### src/memory_access_order_queue_macros.svh
// Assertion macros for the memory access order queue.
`ifndef MEMORY_ACCESS_ORDER_QUEUE_MACROS_SVH
`define MEMORY_ACCESS_ORDER_QUEUE_MACROS_SVH
`ifndef ASSERT_OFF
`define MAOQ_ASSERT_IMPL(label, clk, rst_n, a, b) \
    label: assert property (@(posedge clk) disable iff (!rst_n) (a) |-> (b)) \
        else $error("maoq check failed");
`define MAOQ_ASSERT_NEXT(label, clk, rst_n, a, b) \
    label: assert property (@(posedge clk) disable iff (!rst_n) (a) |=> (b)) \
        else $error("maoq check failed");
`else
`define MAOQ_ASSERT_IMPL(label, clk, rst_n, a, b)
`define MAOQ_ASSERT_NEXT(label, clk, rst_n, a, b)
`endif
`endif

### src/maoq_pkg.sv
// Shared types and constants of the memory access order queue.
package maoq_pkg;

    localparam int DEPTH_DEF = 16;
    localparam int OCC_W     = 5;

    localparam logic [3:0] OP_INSERT   = 4'd0;
    localparam logic [3:0] OP_SET_ADDR = 4'd1;
    localparam logic [3:0] OP_NO_ADDR  = 4'd2;
    localparam logic [3:0] OP_REMOVE   = 4'd3;
    localparam logic [3:0] OP_FREE_SEQ = 4'd4;
    localparam logic [3:0] OP_FREE_LVL = 4'd5;
    localparam logic [3:0] OP_FLUSH    = 4'd6;
    localparam logic [3:0] OP_EVAL     = 4'd7;
    localparam logic [3:0] OP_CLEAR    = 4'd8;
    localparam logic [3:0] OP_QUERY    = 4'd9;

    localparam logic [1:0] STAT_DONE      = 2'd0;
    localparam logic [1:0] STAT_FULL      = 2'd1;
    localparam logic [1:0] STAT_NOT_FOUND = 2'd2;

    // flag bit positions
    localparam int F_WR   = 0;
    localparam int F_TRED = 1;
    localparam int F_TST  = 2;
    localparam int F_WAIT = 3;
    localparam int F_AKN  = 4;

    localparam logic [31:0] NO_ADDR = 32'hFFFF_FFFF;

    typedef struct packed {
        logic [7:0]  seq;
        logic [3:0]  level;
        logic        dep_flag;
        logic [7:0]  dep_seq;
        logic [4:0]  flags;
        logic [31:0] addr;
        logic [31:0] hi;
        logic [31:0] lo;
    } entry_t;

    typedef enum logic [1:0] {
        ST_IDLE,
        ST_SCAN,
        ST_FINISH
    } state_t;

    typedef struct packed {
        logic load;
        logic step;
        logic finish;
    } cmd_t;

    typedef struct packed {
        logic more;
        logic rd_pending;
        logic out_free;
    } stat_t;

    function automatic logic entry_pending(input logic [4:0] f);
        return f[F_TRED] ? f[F_TST] : f[F_WR];
    endfunction

endpackage

### src/maoq_ctrl.sv
// Sequencer of the memory access order queue: accept, scan, finish.
module maoq_ctrl
    import maoq_pkg::*;
(
    input  logic  clk,
    input  logic  rst_n,
    input  logic  in_valid,
    output logic  in_stall,
    input  stat_t stat,
    output cmd_t  cmd
);

    state_t state_reg;
    state_t state_next;

    always_ff @(posedge clk or negedge rst_n)
    begin
        if (!rst_n)
        begin
            state_reg <= ST_IDLE;
        end
        else
        begin
            state_reg <= state_next;
        end
    end

    always_comb
    begin
        state_next = state_reg;
        case (state_reg)
            ST_IDLE:
            begin
                if (in_valid)
                begin
                    state_next = ST_SCAN;
                end
            end
            ST_SCAN:
            begin
                if (!stat.more && !stat.rd_pending)
                begin
                    state_next = ST_FINISH;
                end
            end
            ST_FINISH:
            begin
                if (stat.out_free)
                begin
                    state_next = ST_IDLE;
                end
            end
            default:
            begin
                state_next = ST_IDLE;
            end
        endcase
    end

    always_comb
    begin
        cmd      = '0;
        in_stall = 1'b1;
        case (state_reg)
            ST_IDLE:
            begin
                in_stall = 1'b0;
                cmd.load = in_valid;
            end
            ST_SCAN:
            begin
                cmd.step = stat.more;
            end
            ST_FINISH:
            begin
                cmd.finish = stat.out_free;
            end
            default:
            begin
                in_stall = 1'b1;
            end
        endcase
    end

endmodule

### src/maoq_dpath.sv
// Entry memory, scan/compaction pipeline and result register.
module maoq_dpath
    import maoq_pkg::*;
#(
    parameter int DEPTH = DEPTH_DEF
)
(
    input  logic        clk,
    input  logic        rst_n,
    input  cmd_t        cmd,
    output stat_t       stat,
    input  logic [3:0]  opcode,
    input  logic [7:0]  seq_num,
    input  logic [3:0]  branch_level,
    input  logic        writes_memory,
    input  logic        trace_redundant,
    input  logic        trace_has_store,
    input  logic        branch_dependent,
    input  logic [7:0]  dep_seq,
    input  logic [31:0] mem_addr,
    input  logic [31:0] hi_value,
    input  logic [31:0] lo_value,
    output logic        out_valid,
    input  logic        out_stall,
    output logic [1:0]  status,
    output logic        entry_ready,
    output logic        entry_waiting,
    output logic        entry_addr_known,
    output logic [31:0] entry_addr,
    output logic [31:0] entry_hi,
    output logic [31:0] entry_lo,
    output logic        store_pending,
    output logic [OCC_W-1:0] occupancy
);

    localparam int IDX_W = (DEPTH > 1) ? $clog2(DEPTH) : 1;
    localparam int CNT_W = $clog2(DEPTH + 1);
    localparam logic [CNT_W-1:0] DEPTH_C = CNT_W'(DEPTH);

    entry_t mem [DEPTH];
    entry_t mem_q;

    // latched input word
    logic [3:0]  op_reg;
    logic [7:0]  seq_reg;
    logic [3:0]  lvl_reg;
    logic        wr_reg, tred_reg, tst_reg, bdep_reg;
    logic [7:0]  dseq_reg;
    logic [31:0] addr_reg, hi_reg, lo_reg;

    logic [CNT_W-1:0] count_reg;
    logic [CNT_W-1:0] rd_idx_reg;
    logic [CNT_W-1:0] wr_idx_reg;
    logic             rd_valid_reg;
    logic             found_reg;
    logic             first_reg;
    logic             ev_go_reg;
    logic             pend_reg;
    logic [4:0]       last_flags_reg;
    logic             out_valid_reg;

    logic        q_ready_reg, q_wait_reg, q_akn_reg;
    logic [31:0] q_addr_reg, q_hi_reg, q_lo_reg;

    logic [1:0]  status_reg;
    logic        ready_o_reg, wait_o_reg, akn_o_reg, pend_o_reg;
    logic [31:0] addr_o_reg, hi_o_reg, lo_o_reg;

    entry_t e_mod;
    entry_t new_e;
    logic   keep;
    logic   match;
    logic   ev_go_next;
    logic   full;
    logic   do_ins;
    logic   free_go;

    assign stat.more       = (rd_idx_reg < count_reg);
    assign stat.rd_pending = rd_valid_reg;
    assign stat.out_free   = !out_valid_reg || !out_stall;

    assign full   = (count_reg >= DEPTH_C);
    assign do_ins = (op_reg == OP_INSERT) && !full;

    // per-entry operation on the word coming out of memory
    always_comb
    begin
        e_mod      = mem_q;
        keep       = 1'b1;
        match      = (mem_q.seq == seq_reg) && !found_reg;
        ev_go_next = ev_go_reg;
        case (op_reg)
            OP_SET_ADDR:
            begin
                if (match)
                begin
                    e_mod.addr         = addr_reg;
                    e_mod.hi           = hi_reg;
                    e_mod.lo           = lo_reg;
                    e_mod.flags[F_AKN] = 1'b1;
                end
            end
            OP_NO_ADDR:
            begin
                if (match)
                begin
                    e_mod.addr         = NO_ADDR;
                    e_mod.hi           = '0;
                    e_mod.lo           = '0;
                    e_mod.flags[F_AKN] = 1'b1;
                end
            end
            OP_REMOVE:
            begin
                keep = !match;
            end
            OP_FREE_SEQ:
            begin
                if (mem_q.seq > seq_reg)
                begin
                    e_mod.seq = mem_q.seq - 8'd1;
                end
                if (mem_q.dep_flag && (mem_q.dep_seq > seq_reg))
                begin
                    e_mod.dep_seq = mem_q.dep_seq - 8'd1;
                end
            end
            OP_FREE_LVL:
            begin
                if (mem_q.level > lvl_reg)
                begin
                    e_mod.level = mem_q.level - 4'd1;
                end
            end
            OP_FLUSH:
            begin
                keep = (mem_q.level <= lvl_reg);
            end
            OP_EVAL:
            begin
                // head always released; then release up to the first write
                if (first_reg)
                begin
                    e_mod.flags[F_WAIT] = 1'b0;
                    ev_go_next          = !mem_q.flags[F_WR];
                end
                else if (ev_go_reg)
                begin
                    if (mem_q.flags[F_WR])
                    begin
                        ev_go_next = 1'b0;
                    end
                    else
                    begin
                        e_mod.flags[F_WAIT] = 1'b0;
                    end
                end
            end
            default:
            begin
                keep = 1'b1;
            end
        endcase
    end

    assign free_go = (count_reg == '0) ||
                     (!last_flags_reg[F_WAIT] && !last_flags_reg[F_WR] && !wr_reg);

    always_comb
    begin
        new_e.seq      = seq_reg;
        new_e.level    = lvl_reg;
        new_e.dep_flag = bdep_reg;
        new_e.dep_seq  = dseq_reg;
        new_e.flags    = {1'b0, !free_go, tst_reg, tred_reg, wr_reg};
        new_e.addr     = '0;
        new_e.hi       = '0;
        new_e.lo       = '0;
    end

    // memory: one write port, registered read
    always_ff @(posedge clk)
    begin
        mem_q <= mem[rd_idx_reg[IDX_W-1:0]];
        if (rd_valid_reg && keep)
        begin
            mem[wr_idx_reg[IDX_W-1:0]] <= e_mod;
        end
        else if (cmd.finish && do_ins)
        begin
            mem[count_reg[IDX_W-1:0]] <= new_e;
        end
    end

    // control state
    always_ff @(posedge clk or negedge rst_n)
    begin
        if (!rst_n)
        begin
            count_reg     <= '0;
            rd_idx_reg    <= '0;
            wr_idx_reg    <= '0;
            rd_valid_reg  <= 1'b0;
            found_reg     <= 1'b0;
            first_reg     <= 1'b1;
            ev_go_reg     <= 1'b0;
            pend_reg      <= 1'b0;
            out_valid_reg <= 1'b0;
        end
        else
        begin
            rd_valid_reg <= cmd.step;
            if (cmd.load)
            begin
                rd_idx_reg <= '0;
                wr_idx_reg <= '0;
                found_reg  <= 1'b0;
                first_reg  <= 1'b1;
                ev_go_reg  <= 1'b0;
                pend_reg   <= 1'b0;
            end
            if (cmd.step)
            begin
                rd_idx_reg <= rd_idx_reg + 1'b1;
            end
            if (rd_valid_reg)
            begin
                first_reg <= 1'b0;
                ev_go_reg <= ev_go_next;
                if (match)
                begin
                    found_reg <= 1'b1;
                end
                if (keep)
                begin
                    wr_idx_reg <= wr_idx_reg + 1'b1;
                    pend_reg   <= pend_reg | entry_pending(e_mod.flags);
                end
            end
            if (out_valid_reg && !out_stall)
            begin
                out_valid_reg <= 1'b0;
            end
            if (cmd.finish)
            begin
                out_valid_reg <= 1'b1;
                if (op_reg == OP_CLEAR)
                begin
                    count_reg <= '0;
                end
                else
                begin
                    count_reg <= wr_idx_reg + CNT_W'(do_ins);
                end
            end
        end
    end

    // payload registers
    always_ff @(posedge clk)
    begin
        if (cmd.load)
        begin
            op_reg      <= opcode;
            seq_reg     <= seq_num;
            lvl_reg     <= branch_level;
            wr_reg      <= writes_memory;
            tred_reg    <= trace_redundant;
            tst_reg     <= trace_has_store;
            bdep_reg    <= branch_dependent;
            dseq_reg    <= dep_seq;
            addr_reg    <= mem_addr;
            hi_reg      <= hi_value;
            lo_reg      <= lo_value;
            q_ready_reg <= 1'b0;
            q_wait_reg  <= 1'b0;
            q_akn_reg   <= 1'b0;
            q_addr_reg  <= '0;
            q_hi_reg    <= '0;
            q_lo_reg    <= '0;
        end
        if (rd_valid_reg)
        begin
            last_flags_reg <= e_mod.flags;
            if (match && (op_reg == OP_QUERY))
            begin
                q_ready_reg <= !mem_q.flags[F_WAIT] && (mem_q.level == 4'd0) &&
                               mem_q.flags[F_AKN];
                q_wait_reg  <= mem_q.flags[F_WAIT];
                q_akn_reg   <= mem_q.flags[F_AKN];
                q_addr_reg  <= mem_q.addr;
                q_hi_reg    <= mem_q.hi;
                q_lo_reg    <= mem_q.lo;
            end
        end
        if (cmd.finish)
        begin
            ready_o_reg <= q_ready_reg;
            wait_o_reg  <= q_wait_reg;
            akn_o_reg   <= q_akn_reg;
            addr_o_reg  <= q_addr_reg;
            hi_o_reg    <= q_hi_reg;
            lo_o_reg    <= q_lo_reg;
            if (op_reg == OP_CLEAR)
            begin
                pend_o_reg <= 1'b0;
            end
            else
            begin
                pend_o_reg <= pend_reg | (do_ins && entry_pending(new_e.flags));
            end
            if ((op_reg == OP_INSERT) && full)
            begin
                status_reg <= STAT_FULL;
            end
            else if (((op_reg == OP_SET_ADDR) || (op_reg == OP_NO_ADDR) ||
                      (op_reg == OP_REMOVE) || (op_reg == OP_QUERY)) && !found_reg)
            begin
                status_reg <= STAT_NOT_FOUND;
            end
            else
            begin
                status_reg <= STAT_DONE;
            end
        end
    end

    assign out_valid        = out_valid_reg;
    assign status           = status_reg;
    assign entry_ready      = ready_o_reg;
    assign entry_waiting    = wait_o_reg;
    assign entry_addr_known = akn_o_reg;
    assign entry_addr       = addr_o_reg;
    assign entry_hi         = hi_o_reg;
    assign entry_lo         = lo_o_reg;
    assign store_pending    = pend_o_reg;
    assign occupancy        = OCC_W'(count_reg);

endmodule

### src/memory_access_order_queue.sv
// Memory access order queue: entries kept in program order, head first.
// Input channel (in_valid/in_stall) takes one operation word: an opcode
// with sequence number, level, flags and address/data words.
// Output channel (out_valid/out_stall) returns one result word per
// operation: status, queried entry fields, store_pending and occupancy.
// Every operation walks all occupied entries through a memory with one read
// and one write port, one entry per cycle, rewriting and compacting in place.
// The result word appears once the entry walk is done, and the input
// reopens in the same cycle.
// A result waits in an output register, so the next word is accepted while
// the receiver stalls; a second result is held back until the first leaves.
// Reset empties the queue and drops any result in flight; entry storage is
// not cleared, only entries below the occupancy are ever read.
module memory_access_order_queue
    import maoq_pkg::*;
#(
    parameter int DEPTH = DEPTH_DEF
)
(
    input  logic        clk,
    input  logic        rst_n,
    input  logic        in_valid,
    output logic        in_stall,
    input  logic [3:0]  opcode,
    input  logic [7:0]  seq_num,
    input  logic [3:0]  branch_level,
    input  logic        writes_memory,
    input  logic        trace_redundant,
    input  logic        trace_has_store,
    input  logic        branch_dependent,
    input  logic [7:0]  dep_seq,
    input  logic [31:0] mem_addr,
    input  logic [31:0] hi_value,
    input  logic [31:0] lo_value,
    output logic        out_valid,
    input  logic        out_stall,
    output logic [1:0]  status,
    output logic        entry_ready,
    output logic        entry_waiting,
    output logic        entry_addr_known,
    output logic [31:0] entry_addr,
    output logic [31:0] entry_hi,
    output logic [31:0] entry_lo,
    output logic        store_pending,
    output logic [OCC_W-1:0] occupancy
);

`include "memory_access_order_queue_macros.svh"

    cmd_t  cmd;
    stat_t stat;

    maoq_ctrl u_ctrl (
        .clk      (clk),
        .rst_n    (rst_n),
        .in_valid (in_valid),
        .in_stall (in_stall),
        .stat     (stat),
        .cmd      (cmd)
    );

    maoq_dpath #(
        .DEPTH (DEPTH)
    ) u_dpath (
        .clk              (clk),
        .rst_n            (rst_n),
        .cmd              (cmd),
        .stat             (stat),
        .opcode           (opcode),
        .seq_num          (seq_num),
        .branch_level     (branch_level),
        .writes_memory    (writes_memory),
        .trace_redundant  (trace_redundant),
        .trace_has_store  (trace_has_store),
        .branch_dependent (branch_dependent),
        .dep_seq          (dep_seq),
        .mem_addr         (mem_addr),
        .hi_value         (hi_value),
        .lo_value         (lo_value),
        .out_valid        (out_valid),
        .out_stall        (out_stall),
        .status           (status),
        .entry_ready      (entry_ready),
        .entry_waiting    (entry_waiting),
        .entry_addr_known (entry_addr_known),
        .entry_addr       (entry_addr),
        .entry_hi         (entry_hi),
        .entry_lo         (entry_lo),
        .store_pending    (store_pending),
        .occupancy        (occupancy)
    );

    `MAOQ_ASSERT_NEXT(a_busy_after_accept, clk, rst_n, in_valid && !in_stall, in_stall)
    `MAOQ_ASSERT_IMPL(a_full_occ, clk, rst_n, out_valid && (status == STAT_FULL),
        occupancy == OCC_W'(DEPTH))
    `MAOQ_ASSERT_IMPL(a_notfound_empty, clk, rst_n,
        out_valid && (status == STAT_NOT_FOUND),
        !entry_ready && !entry_addr_known && (entry_addr == 32'd0))
    `MAOQ_ASSERT_IMPL(a_ready_known, clk, rst_n, out_valid && entry_ready,
        entry_addr_known && !entry_waiting)

endmodule
### config.mk
export PLATFORM = sky130hd
export DESIGN_NAME = memory_access_order_queue
export DESIGN_NICKNAME = d
export VERILOG_FILES = /design/src/maoq_pkg.sv /design/src/maoq_ctrl.sv /design/src/maoq_dpath.sv /design/src/memory_access_order_queue.sv
export VERILOG_INCLUDE_DIRS = /design/src /design/src/src
export SDC_FILE = /design/constraint.sdc
export NUM_CORES = 2
export LEC_CHECK = 0
export BUFFER_PORTS_ARGS = -buffer_cell sky130_fd_sc_hd__clkbuf_2
export CORE_ASPECT_RATIO = 0.9
export CORE_MARGIN = 2
export CORE_UTILIZATION = 33
export DETAILED_ROUTE_END_ITERATION = 16
export RECOVER_POWER = 25
export SYNTH_ARGS = -nofsm -noshare
export SYNTH_HDL_FRONTEND = slang
export SYNTH_SLANG_ARGS = --single-unit
### constraint.sdc
create_clock -name clk -period 14.9 [get_ports clk]
set_input_delay 2.235 -clock clk [delete_from_list [all_inputs] [get_ports clk]]
set_output_delay 2.235 -clock clk [all_outputs]
set_load 0.01 [all_outputs]
# Yosys cells after proc, flatten, opt, wreduce, memory -nomap -nowiden
# Memory sizes are Yosys's and may differ from the RTL's. A register that Yosys moved wholly into a read port is not among the register bits.
# Index checks and enable logic that the tools add are counted.
# Widths: inputs -> output; s select.
# classes
addsub	6
order_cmp	6
eq_ne	16
muxes	75
n_bitwise	2
n_reduce_logical	44
# op_table
op	count
$mux 32	9
$mux 96	2
$pmux 96 s2	1
$mux 122	1
$reduce_or 122->1	1
$mux 1	43
$mux 8	4
$mux 5	6
$eq 4x3->1 const B	4
$gt 8x8->1	2
$sub 8x1->8 const B	2
$logic_and 1x1->1	15
$logic_not 1->1	13
$mux 4	3
$add 5x1->5 const B	2
$eq 4x2->1 const B	2
$eq 4x4->1 const B	2
$eq 8x8->1	1
$logic_not 4->1	2
$mux 2	4
$pmux 2 s3	1
$reduce_bool 2->1	3
$add 5x1->5	1
$ge 5x5->1 const B	1
other kinds (17)	24
# totals
reg_bits	352
mem_bits_rw	1952
in_bits	128
output_inout_bits	109
word_cells	186
n_memories	1
# memory_table
memory	depth	width	read_ports	rd_ports_with_merged_regs	wr	line	source
u_dpath.mem	16	122	1	1	1	maoq_dpath.sv:40	entry_t mem [DEPTH];

# Depth between registers and ports, before layout
# logic_depth
ltp_word	9
ltp_mapped	11
ltp_nobuf	8

# Hierarchy
# Synthesis repeated with hierarchy kept, for this count alone.
# unflattened
cells_unflattened	3799
area_unflattened_um2	83352.4
# by_module_without_submodules
mod	n_inst	cells_per_inst	area_per_inst_um2	seq_area_each_um2
maoq_dpath	1	3786	83239.8	65639.2
maoq_ctrl	1	13	112.6	50.0

# Worst setup path after synthesis
# OpenSTA, ideal clock, no wires.
# synth_timing
path_type	input to register
from	input out_stall
to	memory u_dpath.mem[11][0] (netlist bit), enable pin
setup_time_ns	0.890
arrival_ns	14.157
t_required_ns	14.010
path_slack_ns	-0.148
path_stages	4
n_path_buf	0
path_cell_list	nand2_1 > nor4b_4 > nand3_1 > o41ai_1
# synth_via
elab_chain_cells	9
word_cells_on_any_way	10
classes_between	6 x mux; 4 x reduce/logical
# synth_rtl
element	line	source
from (decl)	memory_access_order_queue.sv:36	input logic out_stall,
$logic_not 1->1 *	maoq_dpath.sv:80	assign stat.out_free = !out_valid_reg || !out_stall;
$logic_or 1x1->1 *	maoq_dpath.sv:80	
$mux 1 *	maoq_ctrl.sv:64	case (state_reg)
$logic_and 1x1->1 *	maoq_dpath.sv:189	else if (cmd.finish && do_ins)
$mux 1 *	maoq_dpath.sv:189	
$mux 1 *	maoq_dpath.sv:185	if (rd_valid_reg && keep)
$mux 1 (implied by the code) *	maoq_dpath.sv:191	mem[count_reg[IDX_W-1:0]] <= new_e;
$reduce_or 122->1 (no line)	--	
$mux 4 (no line) / $mux 1 (equally long branches)	--	
to (decl)	maoq_dpath.sv:40	
# Every way passes the cells marked *; elsewhere a longest branch is shown, timed or not.

# Worst setup path after layout
# layout_timing
from	input out_stall
to	memory u_dpath.mem[9][57] (netlist bit), enable pin
# Same word-level chain as after synthesis.

==> flow_summary.yaml <==
place:
  dp_cells: 7274
  pre_cts_slack_ns: 7.52
  dpl.hpwl_um: 98500
  place.gp.congestion: 0.712
  numPortBuffers: 227
detailed_routing:
  drt_iter0_markers: 3909
  dr_total_vias: 38900
  vias_per_cell: 5.06
  drcViolationCount: 0
  wl_um: 202000
  dr.pass1.iters: 5
  drtAntennaViolNets: 0
  wl_per_cell_um: 26.2
final_layout:
  largest_reg_flops: 1808
  stdcell_count: 7692
  fin_util_pct: 38.2
  area_delta_synth_final_pct: 15.3
  final_common_cell: "edfxtp_1"
  fillers: 22600
  final_nets: 4291
  layout-drive-gt1-share_pct: 25.8
  final_cell_mix: "2027 x edfxtp_1, 565 x mux4_2, 239 x nand2_1, 230 x clkbuf_16, 212 x dfxtp_1"
  diodes: 0
sta:
  rsz0062_at_grt: "false"
  setup_viol: 0
  worstMarginPinSlew_ns: 7.77
  finalMaxSlewViolations: 899
  max_freq_ghz: 0.0986
  finClkSkew_ns: 0.0782
  hold_viol_final: 0
  setup_slack_ns: 4.76
  min_period_ns: 10.14
  whs_ns: 0.411
  period_share_pct: 68.1
  max_slew_margin_pct: -418
grt:
  grt_max_degree: 134
  antenna_found_initial: 2
  grtUsageTotal_pct: 15.5
  grt_first_pass_wirelength_um: 290000
  grt_pass1_vias: 40500
  grt_overflow: 0
worst_setup_path:
  crit_top_cell: "clkbuf_1"
  critPathTopFamily: "buffers and inverters"
  cp.required_ns: 15.35
  cp-start-kind: "input pin"
  critPathMaxFanout: 80
  worstPathArrival_ns: 10.59
  crit_buf_inv: 3
  path_class: "input pin to flop"
  crit_chain: "clkbuf_1, nand2_1, nor4b_1, nand3_1, o41ai_1, clkbuf_1, buf_4"
  cpPeakStageDelay_ns: 5.42
  crit_slowest_cell: "clkbuf_1"
  cp-end-kind: "flop"
clocking:
  clk_latency_ns: 0.90
  cts-resized-gates: 0
  cts_buffers: 227
  clock_sinks: 2262
  clock_path_buffers: 4
  root_buffer: "clkbuf_16"
  cts_tree: "yes"
  h-tree-depth: 4
  post-cts-setup-buffer-count: 0
  clk_pin_slew_ns: 0.06
  postCtsHoldBufs: 0
min_path:
  min-delay-path-class: "flop to flop"
yosys:
  synth_area_leaders: "edfxtp_1 73%, mux4_2 15%, dfxtp_1 5.1%"
  yosysWarnings: 0
  ys.flop_type: "edfxtp_1"
  syn_area_mm2: 0.0835
  netlist_instances: 3815
  synth_top_cell_area_share_pct: 72.9
  ys_types: 66
  synth.avg_cell_area_um2: 21.9
  synth_edf_count: 2027
  synth_fp_nets: 3966
  async_flop_share_pct: 1.02
  synth.largest_area_cell: "edfxtp_1"
  synth-seq-cells: 2262
  yosysSeqAreaShare_pct: 78.7
floorplan:
  rows: 175
  initial_core_util_pct: 33.1
  die_w_um: 534
  io_pins: 237
  core_area_mm2: 0.252
  dieArea_mm2: 0.257
  dieHeight_um: 481
power_and_ir_drop:
  p_per_area_mw_per_mm2: 215
  p_leak_uw: 0.0302
  power.switching_uw: 5890
  pwr-share-clk_pct: 28.5
  ir_drop_mv: 0.145
  sequentialPowerShare_pct: 47.0
  p_total_uw: 20700
  netSwitchingFraction_pct: 28.5
  p_int_uw: 14800
  p_comb_share_pct: 24.5
outcome:
  status: "complete, but fails checks"
  failed_checks: "max-capacitance violations, max-slew violations"
job:
  drv_cap: 20
## synthesized netlist by cell type (3+ instances only)
master	n
o211ai_1	3
a21o_1	3
dfxtp_1	212
inv_1	27
nand4_1	7
a21oi_1	16
clkbuf_8	3
clkbuf_1	106
xnor2_1	8
buf_1	14
mux4_2	565
buf_4	13
o22ai_1	35
edfxtp_1	2027
o41ai_1	4
or4_1	3
nor2_1	121
nand2_1	245
nand2b_1	4
o21ai_1	3
ha_1	23
xor2_1	6
a211oi_1	4
nand3_1	33
dfrtp_1	22
a22oi_1	64
buf_2	64
nor2b_1	4
o21ai_0	118
nor3_1	6
mux2i_1	5
## routing by layer
metal	GRT usage (%)	part of all wire, %	vias to the layer above
met2	25.8	49	1108
met4	4.23	2.6	0
met1	21.1	43	21100
met5	0	0	-
met3	2.44	5.2	278
li1	-	-	16400
## area by class of cell
| type | count | area [um^2] | share of cell area [%] |
|---|---|---|---|
| Clock buffer | 275 | 6190 | 6.44 |
| Inverter | 27 | 104 | 0.108 |
| Clock inverter | 143 | 1580 | 1.64 |
| Sequential cell | 2262 | 65700 | 68.3 |
| Multi-Input combinational cell | 1324 | 16900 | 17.5 |
| Timing Repair Buffer | 298 | 1560 | 1.63 |
| Tap cell | 3363 | 4210 | 4.37 |
## per-stage QoR
step / cell area, um^2 / TNS [ns]
3_3_place_gp: 88800 / 0
4_1_cts: 96600 / 0
6_report: 96200 / 0
3_5_place_dp: 88800 / 0
5_1_grt: 96200 / 0
2_1_floorplan: 83500 / -66.84
## power by group through the flow
| stage | Clock, uW | Sequential, uW | Combinational, uW |
|---|---|---|---|
| floorplan | 0 | 9670 | 3670 |
| global placement | 0 | 9780 | 5050 |
| finish | 5900 | 9720 | 5070 |
| global route | 6280 | 9840 | 5520 |
| CTS | 6040 | 9710 | 5150 |
| detailed placement | 0 | 9840 | 5140 |
## kinds of logic after synthesis
| kind of cell | after synthesis | share of synthesized area, % |
|---|---|---|
| buf+inv | 229 | 1.24 |
| simple gates | 445 | 2.25 |
| mux | 572 | 15.3 |
| fa+ha+maj | 23 | 0.345 |
| xor+xnor | 14 | 0.147 |
| compound gates | 270 | 2.02 |
| flops | 2262 | 78.7 |
## worst paths after layout
| check | from | end | slack (ns) | cells after the start |
|---|---|---|---|---|
| worst min-delay path | u_dpath.q_hi_reg[17]$_DFF_P_ | u_dpath.entry_hi[17]$_DFFE_PP_ | 0.41 | 0 |
| worst max register to register | u_dpath.op_reg[0]$_DFFE_PP_ | u_dpath.mem[9][57]$_DFFE_PP_ | 5.21 | 6 |
| min in group asynchronous | rst_n | u_dpath.occupancy[3]$_DFFE_PN0P_ | 1.70 | 1 |
| worst max-delay path | out_stall | u_dpath.mem[9][57]$_DFFE_PP_ | 4.76 | 7 |
| worst min register to register | u_dpath.q_hi_reg[17]$_DFF_P_ | u_dpath.entry_hi[17]$_DFFE_PP_ | 0.41 | 0 |
| max in group asynchronous | rst_n | u_dpath.rd_idx_reg[3]$_DFFE_PN0P_ | 12.19 | 1 |
No activity file was read; power rests on OpenSTA's default activity.
